--- src/rtl/fts_pkg.sv ---
// Shared types and constants for the frequency table target selection block.
// No dependencies; every other file imports this package.
package fts_pkg;

  localparam int unsigned TABLE_DEPTH = 64;
  localparam int unsigned FREQ_W      = 32;
  localparam int unsigned INDEX_W     = 6;
  localparam int unsigned POS_W       = $clog2(TABLE_DEPTH + 1);
  localparam int unsigned CFG_IDX_W   = 1;

  localparam logic [FREQ_W-1:0] FREQ_ALL_ONES = '1;
  localparam logic [FREQ_W-1:0] FREQ_ZERO     = '0;

  localparam logic [CFG_IDX_W-1:0] REG_MIN_FREQ = 1'b0;
  localparam logic [CFG_IDX_W-1:0] REG_MAX_FREQ = 1'b1;

  localparam logic REL_LOW_AT_OR_ABOVE  = 1'b0;
  localparam logic REL_HIGH_AT_OR_BELOW = 1'b1;

  localparam logic ST_SELECTED = 1'b0;
  localparam logic ST_NO_MATCH = 1'b1;

  typedef struct packed {
    logic [FREQ_W-1:0] entry_freq;
    logic              entry_valid;
    logic [FREQ_W-1:0] goal_freq;
    logic              relation;
    logic              last_entry;
  } fts_in_t;

  typedef struct packed {
    logic [INDEX_W-1:0] chosen_index;
    logic               status;
  } fts_out_t;

  typedef struct packed {
    logic [FREQ_W-1:0] low_freq;
    logic [FREQ_W-1:0] high_freq;
  } window_t;

endpackage

--- src/rtl/freq_table_target_select.sv ---
// Frequency table target selection: one table entry is taken per request, one
// per cycle, and the final entry of a search gives one result, which passes
// through the single input register and then the result register before it
// leaves. Entries stall only while a finished result waits and a new last
// entry reaches the trackers. Write the window registers only while idle.
// Depends on fts_pkg, fts_cfg_regs, fts_tracker and fts_out_reg.
module freq_table_target_select
  import fts_pkg::*;
(
  input  logic                 clk,
  input  logic                 rst,
  input  logic                 in_valid,
  output logic                 in_stall,
  input  fts_in_t              in_data,
  output logic                 out_valid,
  input  logic                 out_stall,
  output fts_out_t             out_data,
  input  logic                 cfg_write,
  input  logic [CFG_IDX_W-1:0] cfg_index,
  input  logic [FREQ_W-1:0]    cfg_data
);

  window_t  window;
  logic     res_valid;
  logic     res_ready;
  fts_out_t res;

  fts_cfg_regs u_cfg (
    .clk       (clk),
    .rst       (rst),
    .cfg_write (cfg_write),
    .cfg_index (cfg_index),
    .cfg_data  (cfg_data),
    .window    (window)
  );

  fts_tracker u_tracker (
    .clk       (clk),
    .rst       (rst),
    .window    (window),
    .in_valid  (in_valid),
    .in_data   (in_data),
    .in_stall  (in_stall),
    .res_ready (res_ready),
    .res_valid (res_valid),
    .res       (res)
  );

  fts_out_reg u_out (
    .clk       (clk),
    .rst       (rst),
    .res_valid (res_valid),
    .res       (res),
    .res_ready (res_ready),
    .out_valid (out_valid),
    .out_data  (out_data),
    .out_stall (out_stall)
  );

endmodule

--- src/rtl/fts_cfg_regs.sv ---
// Policy window registers written through the plain configuration port.
// Depends on fts_pkg.
module fts_cfg_regs
  import fts_pkg::*;
(
  input  logic                 clk,
  input  logic                 rst,
  input  logic                 cfg_write,
  input  logic [CFG_IDX_W-1:0] cfg_index,
  input  logic [FREQ_W-1:0]    cfg_data,
  output window_t              window
);

  always_ff @(posedge clk) begin
    if (rst) begin
      window.low_freq  <= FREQ_ZERO;
      window.high_freq <= FREQ_ALL_ONES;
    end else if (cfg_write) begin
      case (cfg_index)
        REG_MIN_FREQ: window.low_freq <= cfg_data;
        REG_MAX_FREQ: window.high_freq <= cfg_data;
        default: ;
      endcase
    end
  end

endmodule

--- src/rtl/fts_tracker.sv ---
// Input register plus optimal and fallback trackers; one entry per cycle unless stalled.
// Depends on fts_pkg.
module fts_tracker
  import fts_pkg::*;
(
  input  logic     clk,
  input  logic     rst,
  input  window_t  window,
  input  logic     in_valid,
  input  fts_in_t  in_data,
  output logic     in_stall,
  input  logic     res_ready,
  output logic     res_valid,
  output fts_out_t res
);

  logic               s1_valid;
  fts_in_t            s1_item;

  logic [FREQ_W-1:0]  best_freq;
  logic [INDEX_W-1:0] best_index;
  logic               best_found;
  logic [FREQ_W-1:0]  fallback_freq;
  logic [INDEX_W-1:0] fallback_index;
  logic               fallback_found;
  logic [POS_W-1:0]   entry_position;

  logic [FREQ_W-1:0]  best_freq_next;
  logic [INDEX_W-1:0] best_index_next;
  logic               best_found_next;
  logic [FREQ_W-1:0]  fallback_freq_next;
  logic [INDEX_W-1:0] fallback_index_next;
  logic               fallback_found_next;

  logic               first;
  logic               high_rel;
  logic               usable;
  logic               below_target;
  logic               above_target;
  logic               beats_best;
  logic               beats_fallback;
  logic               advance;
  logic [INDEX_W-1:0] pos_index;

  assign in_stall = s1_valid && s1_item.last_entry && !res_ready;
  assign advance  = s1_valid && !in_stall;

  assign first     = (entry_position == '0);
  assign high_rel  = (s1_item.relation == REL_HIGH_AT_OR_BELOW);
  assign pos_index = INDEX_W'(entry_position);

  assign usable = (entry_position < POS_W'(TABLE_DEPTH)) && s1_item.entry_valid &&
                  (s1_item.entry_freq >= window.low_freq) &&
                  (s1_item.entry_freq <= window.high_freq);
  assign below_target = (s1_item.entry_freq <= s1_item.goal_freq);
  assign above_target = (s1_item.entry_freq >= s1_item.goal_freq);

  always_comb begin
    logic base_high;
    base_high           = first ? high_rel : 1'b0;
    best_freq_next      = best_freq;
    best_index_next     = best_index;
    best_found_next     = best_found;
    fallback_freq_next  = fallback_freq;
    fallback_index_next = fallback_index;
    fallback_found_next = fallback_found;
    if (first) begin
      best_freq_next      = base_high ? FREQ_ZERO : FREQ_ALL_ONES;
      fallback_freq_next  = base_high ? FREQ_ALL_ONES : FREQ_ZERO;
      best_index_next     = '0;
      best_found_next     = 1'b0;
      fallback_index_next = '0;
      fallback_found_next = 1'b0;
    end
    beats_best     = high_rel ? (s1_item.entry_freq >= best_freq_next)
                              : (s1_item.entry_freq <= best_freq_next);
    beats_fallback = high_rel ? (s1_item.entry_freq <= fallback_freq_next)
                              : (s1_item.entry_freq >= fallback_freq_next);
    if (usable) begin
      if (high_rel ? below_target : above_target) begin
        if (beats_best) begin
          best_freq_next  = s1_item.entry_freq;
          best_index_next = pos_index;
          best_found_next = 1'b1;
        end
      end else if (beats_fallback) begin
        fallback_freq_next  = s1_item.entry_freq;
        fallback_index_next = pos_index;
        fallback_found_next = 1'b1;
      end
    end
  end

  always_comb begin
    res_valid = advance && s1_item.last_entry;
    if (best_found_next) begin
      res.chosen_index = best_index_next;
      res.status       = ST_SELECTED;
    end else if (fallback_found_next) begin
      res.chosen_index = fallback_index_next;
      res.status       = ST_SELECTED;
    end else begin
      res.chosen_index = '0;
      res.status       = ST_NO_MATCH;
    end
  end

  always_ff @(posedge clk) begin
    if (rst) begin
      s1_valid <= 1'b0;
    end else if (!in_stall) begin
      s1_valid <= in_valid;
    end
  end

  always_ff @(posedge clk) begin
    if (!in_stall) begin
      s1_item <= in_data;
    end
  end

  always_ff @(posedge clk) begin
    if (rst) begin
      best_freq      <= FREQ_ZERO;
      best_index     <= '0;
      best_found     <= 1'b0;
      fallback_freq  <= FREQ_ZERO;
      fallback_index <= '0;
      fallback_found <= 1'b0;
      entry_position <= '0;
    end else if (advance) begin
      if (s1_item.last_entry) begin
        best_freq      <= FREQ_ZERO;
        best_index     <= '0;
        best_found     <= 1'b0;
        fallback_freq  <= FREQ_ZERO;
        fallback_index <= '0;
        fallback_found <= 1'b0;
        entry_position <= '0;
      end else begin
        best_freq      <= best_freq_next;
        best_index     <= best_index_next;
        best_found     <= best_found_next;
        fallback_freq  <= fallback_freq_next;
        fallback_index <= fallback_index_next;
        fallback_found <= fallback_found_next;
        // saturate at the table depth
        if (entry_position < POS_W'(TABLE_DEPTH)) begin
          entry_position <= entry_position + POS_W'(1);
        end
      end
    end
  end

endmodule

--- src/rtl/fts_out_reg.sv ---
// Result register between the tracker and the output channel.
// Depends on fts_pkg.
module fts_out_reg
  import fts_pkg::*;
(
  input  logic     clk,
  input  logic     rst,
  input  logic     res_valid,
  input  fts_out_t res,
  output logic     res_ready,
  output logic     out_valid,
  output fts_out_t out_data,
  input  logic     out_stall
);

  assign res_ready = !out_valid || !out_stall;

  always_ff @(posedge clk) begin
    if (rst) begin
      out_valid <= 1'b0;
    end else if (res_valid) begin
      out_valid <= 1'b1;
    end else if (!out_stall) begin
      out_valid <= 1'b0;
    end
  end

  always_ff @(posedge clk) begin
    if (res_valid) begin
      out_data <= res;
    end
  end

endmodule
--- config.mk ---
export PLATFORM = sky130hd
export DESIGN_NAME = freq_table_target_select
export DESIGN_NICKNAME = d
export VERILOG_FILES = /design/src/rtl/fts_pkg.sv /design/src/rtl/freq_table_target_select.sv /design/src/rtl/fts_cfg_regs.sv /design/src/rtl/fts_tracker.sv /design/src/rtl/fts_out_reg.sv
export SDC_FILE = /design/constraint.sdc
export NUM_CORES = 1
export LEC_CHECK = 0
export BUFFER_PORTS_ARGS = -buffer_cell sky130_fd_sc_hd__buf_2
export CORE_MARGIN = 3
export CORE_UTILIZATION = 45
export CTS_CLUSTER_DIAMETER = 150
export DETAILED_ROUTE_END_ITERATION = 8
export GPL_TIMING_DRIVEN = 0
export HOLD_SLACK_MARGIN = 0.08
export PLACE_DENSITY_LB_ADDON = 0.2
export SLEW_MARGIN = 20
export SYNTH_ARGS = -nofsm -noshare
export SYNTH_HDL_FRONTEND = slang
export SYNTH_SLANG_ARGS = --single-unit
--- constraint.sdc ---
create_clock -name clk -period 4.35 [get_ports clk]
set_clock_uncertainty 0.15 [all_clocks]
set_input_delay 0.2175 -clock clk [delete_from_list [all_inputs] [get_ports clk]]
set_output_delay 0.2175 -clock clk [all_outputs]
set_load 0.02 [all_outputs]
==> results of run 1 <==
-- metal layers --
layer	global-route usage, %	vias to the layer above	part of all wire, %
li1	-	5454	-
met1	32.8	5438	43
met3	3.04	91	6.0
met5	0	-	0
met4	7.22	0	3.0
met2	42.8	406	48
-- cell usage in the layout (no fill, tap or decap), types with 9 or more instances in the layout --
cell,count
sky130_fd_sc_hd__nand3_1,10
sky130_fd_sc_hd__dfxtp_1,144
sky130_fd_sc_hd__o21ai_1,11
sky130_fd_sc_hd__a22o_1,12
sky130_fd_sc_hd__a211o_1,32
sky130_fd_sc_hd__buf_4,28
sky130_fd_sc_hd__buf_8,9
sky130_fd_sc_hd__clkbuf_1,50
sky130_fd_sc_hd__nor3_1,68
sky130_fd_sc_hd__nor2_1,26
sky130_fd_sc_hd__ha_1,157
sky130_fd_sc_hd__a221o_1,69
sky130_fd_sc_hd__nand4_1,29
sky130_fd_sc_hd__o21ai_0,33
sky130_fd_sc_hd__clkbuf_16,33
sky130_fd_sc_hd__a21oi_2,12
sky130_fd_sc_hd__a21oi_1,127
sky130_fd_sc_hd__and3_1,71
sky130_fd_sc_hd__dlygate4sd3_1,107
sky130_fd_sc_hd__buf_6,14
sky130_fd_sc_hd__nand2_1,110
sky130_fd_sc_hd__inv_1,102
sky130_fd_sc_hd__buf_2,116
sky130_fd_sc_hd__a21o_1,22
sky130_fd_sc_hd__edfxtp_1,74
-- stage by stage --
step           utilization [%]  area [um2]
5_1_grt                   60.4       16400
3_3_place_gp              49.8       13500
3_5_place_dp              50.1       13600
4_1_cts                   58.4       15800
6_report                  60.4       16400
2_1_floorplan                -       12500
-- worst max-delay path: cells and delay by family, from the launching register on --
kind            cells  cell delay [ns]
compound gates      7             1.19
fa+ha+maj           2             0.45
flops               1             0.33
buf+inv             7             0.95
simple gates        4             0.94
-- cell type report --
type	count	area share [%]
Buffer	75	3.19
Clock inverter	10	0.857
Inverter	103	2.36
Tap cell	372	2.84
Sequential cell	225	32.2
Multi-Input combinational cell	895	41.2
Timing Repair Buffer	259	12.5
Clock buffer	40	4.87
-- state kept, by name, summed over array words and instances (netlist names) --
register and cells:
u_tracker.s1_valid 1, u_tracker.best_freq 32, u_tracker.best_found 1, u_tracker.high_rel 1, u_tracker.entry_position 7, u_tracker.fallback_index 6, u_tracker.s1_item 66, u_tracker.best_index 6
u_out.out_data 7, u_tracker.fallback_freq 32, u_tracker.fallback_found 1, u_out.out_valid 1, u_cfg.window 64
-- logic make-up (layout without fill, tap and decap cells) --
group                    after synthesis  count (layout)  synth area share [%]
AND/OR/NAND/NOR                      365             365                  15.1
adder cells (fa/ha/maj)              162             162                  16.3
AO/OA/AOI/OAI                        362             362                  20.2
XOR/XNOR                               3               3                 0.211
multiplexers                           3               3                 0.251
buffers and inverters                183             487                  5.91
flip-flops                           225             225                  42.1
-- final timing paths --
| kind | from | end | slack (ns) | cells past startpoint |
|---|---|---|---|---|
| max | u_tracker.entry_position[0] | u_out.out_data[1] | 0.06 | 20 |
| min | in_data[55] | u_tracker.s1_item[55] | 0.22 | 2 |
| max reg2reg | u_tracker.entry_position[0] | u_out.out_data[1] | 0.06 | 20 |
| min reg2reg | u_cfg.window[54] | u_cfg.window[54] | 0.31 | 2 |
-- power groups by stage --
stage / Combinational [W] / Sequential (W) / Clock [W]
4_1_cts: 0.000841 / 0.00235 / 0.00240
5_1_grt: 0.00103 / 0.00236 / 0.00248
6_report: 0.000928 / 0.00235 / 0.00237
3_3_place_gp: 0.000707 / 0.00239 / 0
3_5_place_dp: 0.000733 / 0.00239 / 0
2_1_floorplan: 0.000501 / 0.00236 / 0
-- timing repair --
item                                    CTS  global route
buffers inserted                          8            23
hold buffers                            107             0
pin swaps                                 5            28
resized for setup                        52            98
gates cloned                              0             3
hold endpoints to repair                140             0
endpoints found under the setup margin   85            85
==> flow_metrics.py, run 1 <==
metrics = {
    "drt": {
        "wl_um": 38000,
        "drt-initial-drc-count": 885,
        "dr.pass1.iters": 7,
        "dr_total_vias": 11400,
        "drc_errors": 0,
        "drtAntennaViolNets": 0,
        "post_drt_wl_per_cell_um": 19.2,
        "vias_per_cell": 5.75,
    },
    "clock_network": {
        "numCtsBuffers": 27,
        "cts_max_path_buffers": 3,
        "tritoncts": "built",
        "cts_max_level": 1,
        "ctsRootBufferMaster": "sky130_fd_sc_hd__clkbuf_16",
        "worstSkewPairLatency_ns": 0.56,
        "cts.sinks": 225,
        "cts.clk_slew.worst_paths_ns": 0.06,
    },
    "power": {
        "internal-power_w": 0.00414,
        "combinationalPowerShare_pct": 16.4,
        "power.density_nw_per_um2": 345,
        "leakagePower_nw": 7.36,
        "power.clock.fraction_pct": 41.9,
        "netSwitchingPower_w": 0.00150,
        "power.share.sequential_pct": 41.7,
        "max-vdd-ir-drop_mv": 0.314,
        "power_switching_share_pct": 26.6,
        "power.total_w": 0.00565,
    },
    "layout": {
        "multi_input_area_um2": 6740,
        "ratio_of_cells_with_drive_above_1_in_the_final_layout_pct": 17.5,
        "fin_cells": 1979,
        "area_added_between_synthesis_and_finish_pct": 31.3,
        "antenna_cells_inserted": 0,
        "final_net_count": 1853,
        "n_fill_cell": 2277,
        "ff_latch_area_um2": 5260,
    },
    "timing": {
        "setup_viol_count_final": 0,
        "setup_repair_after_global_routing_missed_its_margin": "yes",
        "final-max-slew-violation-count": 0,
        "setup_tns_ns": 0,
        "final.period_utilization_pct": 98.6,
        "hold_violations": 0,
        "highest_attainable_clock_frequency_ghz": 0.233,
        "slew-limit-headroom_pct": 38.8,
        "final_period_minus_worst_setup_slack_ns": 4.29,
        "max_slew.worst_pin.slew_ns": 0.917,
        "postLayoutSetupSlackWorst_ns": 0.0618,
        "final.hold.worst_slack_ns": 0.215,
    },
    "logic_synthesis": {
        "netlist.area_leader.share_pct": 24.3,
        "number_of_instances_in_the_synthesized_netlist": 1303,
        "ys_top_cells_by_area": "sky130_fd_sc_hd__dfxtp_1 24%, sky130_fd_sc_hd__edfxtp_1 18%, sky130_fd_sc_hd__ha_1 16%, sky130_fd_sc_hd__a21oi_1 5.7%, sky130_fd_sc_hd__a221o_1 5.5%",
        "synth.distinct_cells": 58,
        "synth.most_common_cell": "sky130_fd_sc_hd__ha_1",
        "synth-warning-count": 0,
        "postSynth.topFlopCell": "sky130_fd_sc_hd__dfxtp_1",
        "synth.yosys.seq_area_share_pct": 42.1,
        "mapped_nets": 1570,
        "post_synth_instance_area_um2": 12500,
        "synth_seq_cells": 225,
        "post-synth-top-area-cell": "sky130_fd_sc_hd__dfxtp_1",
        "syn_area_per_cell_um2": 9.56,
        "asyncSetResetFlopFracSynth_pct": 0,
        "synth-edff-count": 74,
        "synth_commonest_cells": "162 x sky130_fd_sc_hd__ha_1, 151 x sky130_fd_sc_hd__dfxtp_1, 141 x sky130_fd_sc_hd__a21oi_1",
    },
    "critical_path": {
        "worstPathRequired_ns": 4.49,
        "critical-path-max-stage-delay_ns": 0.50,
        "arrival_ns": 4.43,
        "critPathSlowestCell": "sky130_fd_sc_hd__or4_1",
        "crit_path_start_kind": "flop",
        "critPathMaxFanout": 10,
        "path_cells": "clkbuf_8, inv_2, ha_2, nand3b_1, buf_6, clkbuf_16, clkbuf_4, a21oi_1, ha_1, nand4_1, or4_1, a21o_1, a31o_1, a21oi_2, o21ai_1, and3b_1, buf_6, buf_12, a21o_1, a221o_1",
        "crit_type": "flop to flop",
        "timing.critical_path.to_type": "flop",
    },
    "grt": {
        "grt_first_pass_wirelength_um": 59000,
        "antenna_found_initial": 0,
        "largest_net_degree_at_the_start_of_global_routing": 15,
        "grt_pass1_vias": 11300,
        "gr-total-overflow": 0,
        "global_route.usage.total_pct": 24.8,
    },
    "placement": {
        "detailedPlace.worstSlack_ns": -1.28,
        "post-dp-hpwl_um": 26000,
        "port-buffer-count": 112,
        "gp_congestion": 0.897,
        "numPlacedInstances": 1793,
    },
    "run_status": {
        "status": "finished clean",
    },
    "floorplanning": {
        "fp.dieW_um": 172,
        "design.core.area_um2": 27100,
        "floorplan.die.height_um": 172,
        "ioPinCount": 114,
        "fp-row-count": 60,
        "die_area_um2": 29700,
        "initial_utilization_pct": 46.0,
    },
    "job": {
        "cap_viol_max_count": 0,
    },
    "min_path": {
        "worst_hold_path_type": "input port to flop",
    },
}
No activity file was read; power rests on OpenSTA's default activity.
==> inputs of run 2 (changes only) <==
--- a/config.mk
+++ b/config.mk
@@ -6,6 +6,7 @@
 export NUM_CORES = 1
 export LEC_CHECK = 0
 export BUFFER_PORTS_ARGS = -buffer_cell sky130_fd_sc_hd__buf_2
+export CAP_MARGIN = 20
 export CORE_MARGIN = 3
 export CORE_UTILIZATION = 45
 export CTS_CLUSTER_DIAMETER = 150
@@ -13,6 +14,7 @@
 export GPL_TIMING_DRIVEN = 0
 export HOLD_SLACK_MARGIN = 0.08
 export PLACE_DENSITY_LB_ADDON = 0.2
+export RECOVER_POWER = 25
 export SLEW_MARGIN = 20
 export SYNTH_ARGS = -nofsm -noshare
 export SYNTH_HDL_FRONTEND = slang
==> run 2 against run 1 <==
Net effect:
- worst hold slack worse by 0.0027 ns
- non-clock buffer count down 13
- global-route usage up 0.051 points
- first-iteration DRC count down 16%
- clock power about the same
- largest cell class unchanged
- largest power group unchanged
- highest routed layer unchanged
==> flow_metrics.py, run 2 (same netlist as run 1, synthesis figures left out) <==
metrics = {
    "run_status": {
        "status": "finished clean",
    },
    "timing": {
        "final.period_utilization_pct": 97.9,
        "setup_tns_ns": 0,
        "final.hold.worst_slack_ns": 0.213,
        "hold_violations": 0,
        "setup_viol_count_final": 0,
        "max_slew.worst_pin.slew_ns": 0.940,
        "final_period_minus_worst_setup_slack_ns": 4.26,
        "final-max-slew-violation-count": 0,
        "highest_attainable_clock_frequency_ghz": 0.235,
        "slew-limit-headroom_pct": 37.3,
    },
    "critical_path": {
        "path_cells": "nor4_4, nand3b_1, buf_6, clkbuf_16, clkbuf_16, a21oi_2, ha_4, nand4_4, or4_1, a21o_1, a31o_1, a21oi_2, o21ai_1, and3b_1, buf_6, buf_12, a21o_1, a221o_1",
        "crit_type": "flop to flop",
        "critical-path-max-stage-delay_ns": 0.54,
        "worst_path_dominant_cell_family": "compound AO/OA/AOI/OAI gates",
        "critPathSlowestCell": "sky130_fd_sc_hd__or4_1",
        "critPathMaxFanout": 10,
        "timing.critical_path.to_type": "flop",
        "crit_path_start_kind": "flop",
        "worstPathRequired_ns": 4.49,
        "worstPathBufferInverterCount": 5,
        "arrival_ns": 4.40,
    },
    "power": {
        "max-vdd-ir-drop_mv": 0.310,
        "power.share.sequential_pct": 41.9,
        "power.clock.fraction_pct": 42.2,
        "netSwitchingPower_w": 0.00149,
        "power_switching_share_pct": 26.6,
        "leakagePower_nw": 7.22,
        "combinationalPowerShare_pct": 16.0,
        "internal-power_w": 0.00412,
        "power.density_nw_per_um2": 348,
    },
    "floorplanning": {
        "fp.dieW_um": 172,
        "ioPinCount": 114,
        "die_area_um2": 29700,
        "fp-row-count": 60,
        "floorplan.die.height_um": 172,
        "initial_utilization_pct": 46.0,
        "design.core.area_um2": 27100,
    },
    "layout": {
        "finish.utilization_pct": 59.5,
        "layout.cell_area.non_filler_um2": 16100,
        "layout.cells.most_common": "sky130_fd_sc_hd__ha_1",
        "antenna_cells_inserted": 0,
        "largest_registers": "u_tracker.s1_item: 66 flops, u_cfg.window: 64 flops",
        "fin_cells": 1966,
        "registers.top_by_ff_count": "u_tracker.s1_item",
        "ratio_of_cells_with_drive_above_1_in_the_final_layout_pct": 15.3,
        "largest_reg_flops": 66,
        "area_added_between_synthesis_and_finish_pct": 29.5,
        "final_net_count": 1840,
        "final_cell_mix": "157 x sky130_fd_sc_hd__ha_1, 144 x sky130_fd_sc_hd__dfxtp_1, 129 x sky130_fd_sc_hd__a21oi_1",
    },
    "placement": {
        "numPlacedInstances": 1793,
        "post-dp-hpwl_um": 26000,
        "port-buffer-count": 112,
        "gp_congestion": 0.897,
        "detailed_place.area_um2": 13600,
    },
    "clock_network": {
        "tritoncts": "built",
        "cts.sinks": 225,
        "cts_max_path_buffers": 3,
        "numCtsBuffers": 27,
        "worstSkewPairLatency_ns": 0.56,
        "cts.clk_slew.worst_paths_ns": 0.06,
        "ctsRootBufferMaster": "sky130_fd_sc_hd__clkbuf_16",
        "cts_max_level": 1,
    },
    "drt": {
        "dr.pass1.iters": 7,
        "wl_um": 37400,
        "drtAntennaViolNets": 0,
        "drc_errors": 0,
        "dr_total_vias": 11400,
        "drt-initial-drc-count": 742,
        "vias_per_cell": 5.78,
        "post_drt_wl_per_cell_um": 19.0,
    },
    "min_path": {
        "worst_hold_path_type": "input port to flop",
    },
    "grt": {
        "antenna_found_initial": 0,
        "grt_pass1_vias": 11400,
        "global_route.usage.total_pct": 24.9,
        "gr-total-overflow": 0,
        "grt_first_pass_wirelength_um": 59200,
        "largest_net_degree_at_the_start_of_global_routing": 15,
    },
    "job": {
        "cap_viol_max_count": 0,
    },
}
run 2: cell count changes in the layout (fill, tap and decap cells not counted), moves of 2 or more:
cell	delta
sky130_fd_sc_hd__o21ai_1	-2
sky130_fd_sc_hd__clkbuf_1	+13
sky130_fd_sc_hd__clkbuf_16	-2
sky130_fd_sc_hd__a21oi_2	-2
sky130_fd_sc_hd__buf_8	-4
sky130_fd_sc_hd__buf_4	-5
sky130_fd_sc_hd__a21oi_1	+2
sky130_fd_sc_hd__o21ai_0	+6
sky130_fd_sc_hd__o21ai_2	-4
sky130_fd_sc_hd__nor2_1	+2
sky130_fd_sc_hd__buf_2	-15
run 2: power by group through the flow:
stage / Sequential [W] / Combinational, W / Clock, W
2_1_floorplan: 0.00236 / 0.000501 / 0
3_3_place_gp: 0.00239 / 0.000707 / 0
3_5_place_dp: 0.00239 / 0.000734 / 0
4_1_cts: 0.00235 / 0.000841 / 0.00240
5_1_grt: 0.00236 / 0.00101 / 0.00249
6_report: 0.00235 / 0.000896 / 0.00237
run 2: path summary, 6_finish.rpt:
check / startpoint / to / slack (ns) / cells after the start
max: u_tracker.entry_position[2] / u_out.out_data[1] / 0.09 / 18
min: in_data[29] / u_tracker.s1_item[29] / 0.21 / 2
max reg2reg: u_tracker.entry_position[2] / u_out.out_data[1] / 0.09 / 18
min reg2reg: u_tracker.fallback_freq[0] / u_tracker.fallback_freq[0] / 0.30 / 2
run 2: area by class of cell:
type	count	area (um2)
flip-flops and latches	225	5260
well taps	372	465
multi-input cells	895	6700
clock buffers	40	797
repair buffers	246	1880
plain buffers	75	490
clock inverters	10	140
inverters	103	387
fillers	2319	11000
run 2: repair_timing:
| item | in CTS | in global routing |
|---|---|---|
| pin swaps | 5 | 25 |
| hold buffers | 107 | 0 |
| setup buffers | 8 | 13 |
| endpoints found under the setup margin | 85 | 85 |
| resized for setup | 52 | 67 |
| hold endpoints to repair | 140 | 0 |
run 2: worst register-to-register path, delay by kind of cell (launching register included):
family | cells | cell delay (ns)
AOI/OAI and AO/OA | 7 | 1.33
and+or+nand+nor | 5 | 1.21
adders and majority gates | 1 | 0.17
buffers and inverters | 5 | 0.78
DFF | 1 | 0.36
run 2: stage by stage:
step,power [W],worst slack (ns)
6_report,0.00562,0.0915
5_1_grt,0.00585,-0.0702
4_1_cts,0.00559,0.00332
3_5_place_dp,0.00313,-1.28
3_3_place_gp,0.00310,-2.34
2_1_floorplan,0.00286,0.00285
run 2: routing by layer:
metal  GRT usage, %  routed length, um
met5              0                  0
met4           7.81               1210
met3           3.06               2260
met2           42.6              17900
met1           32.9              16000
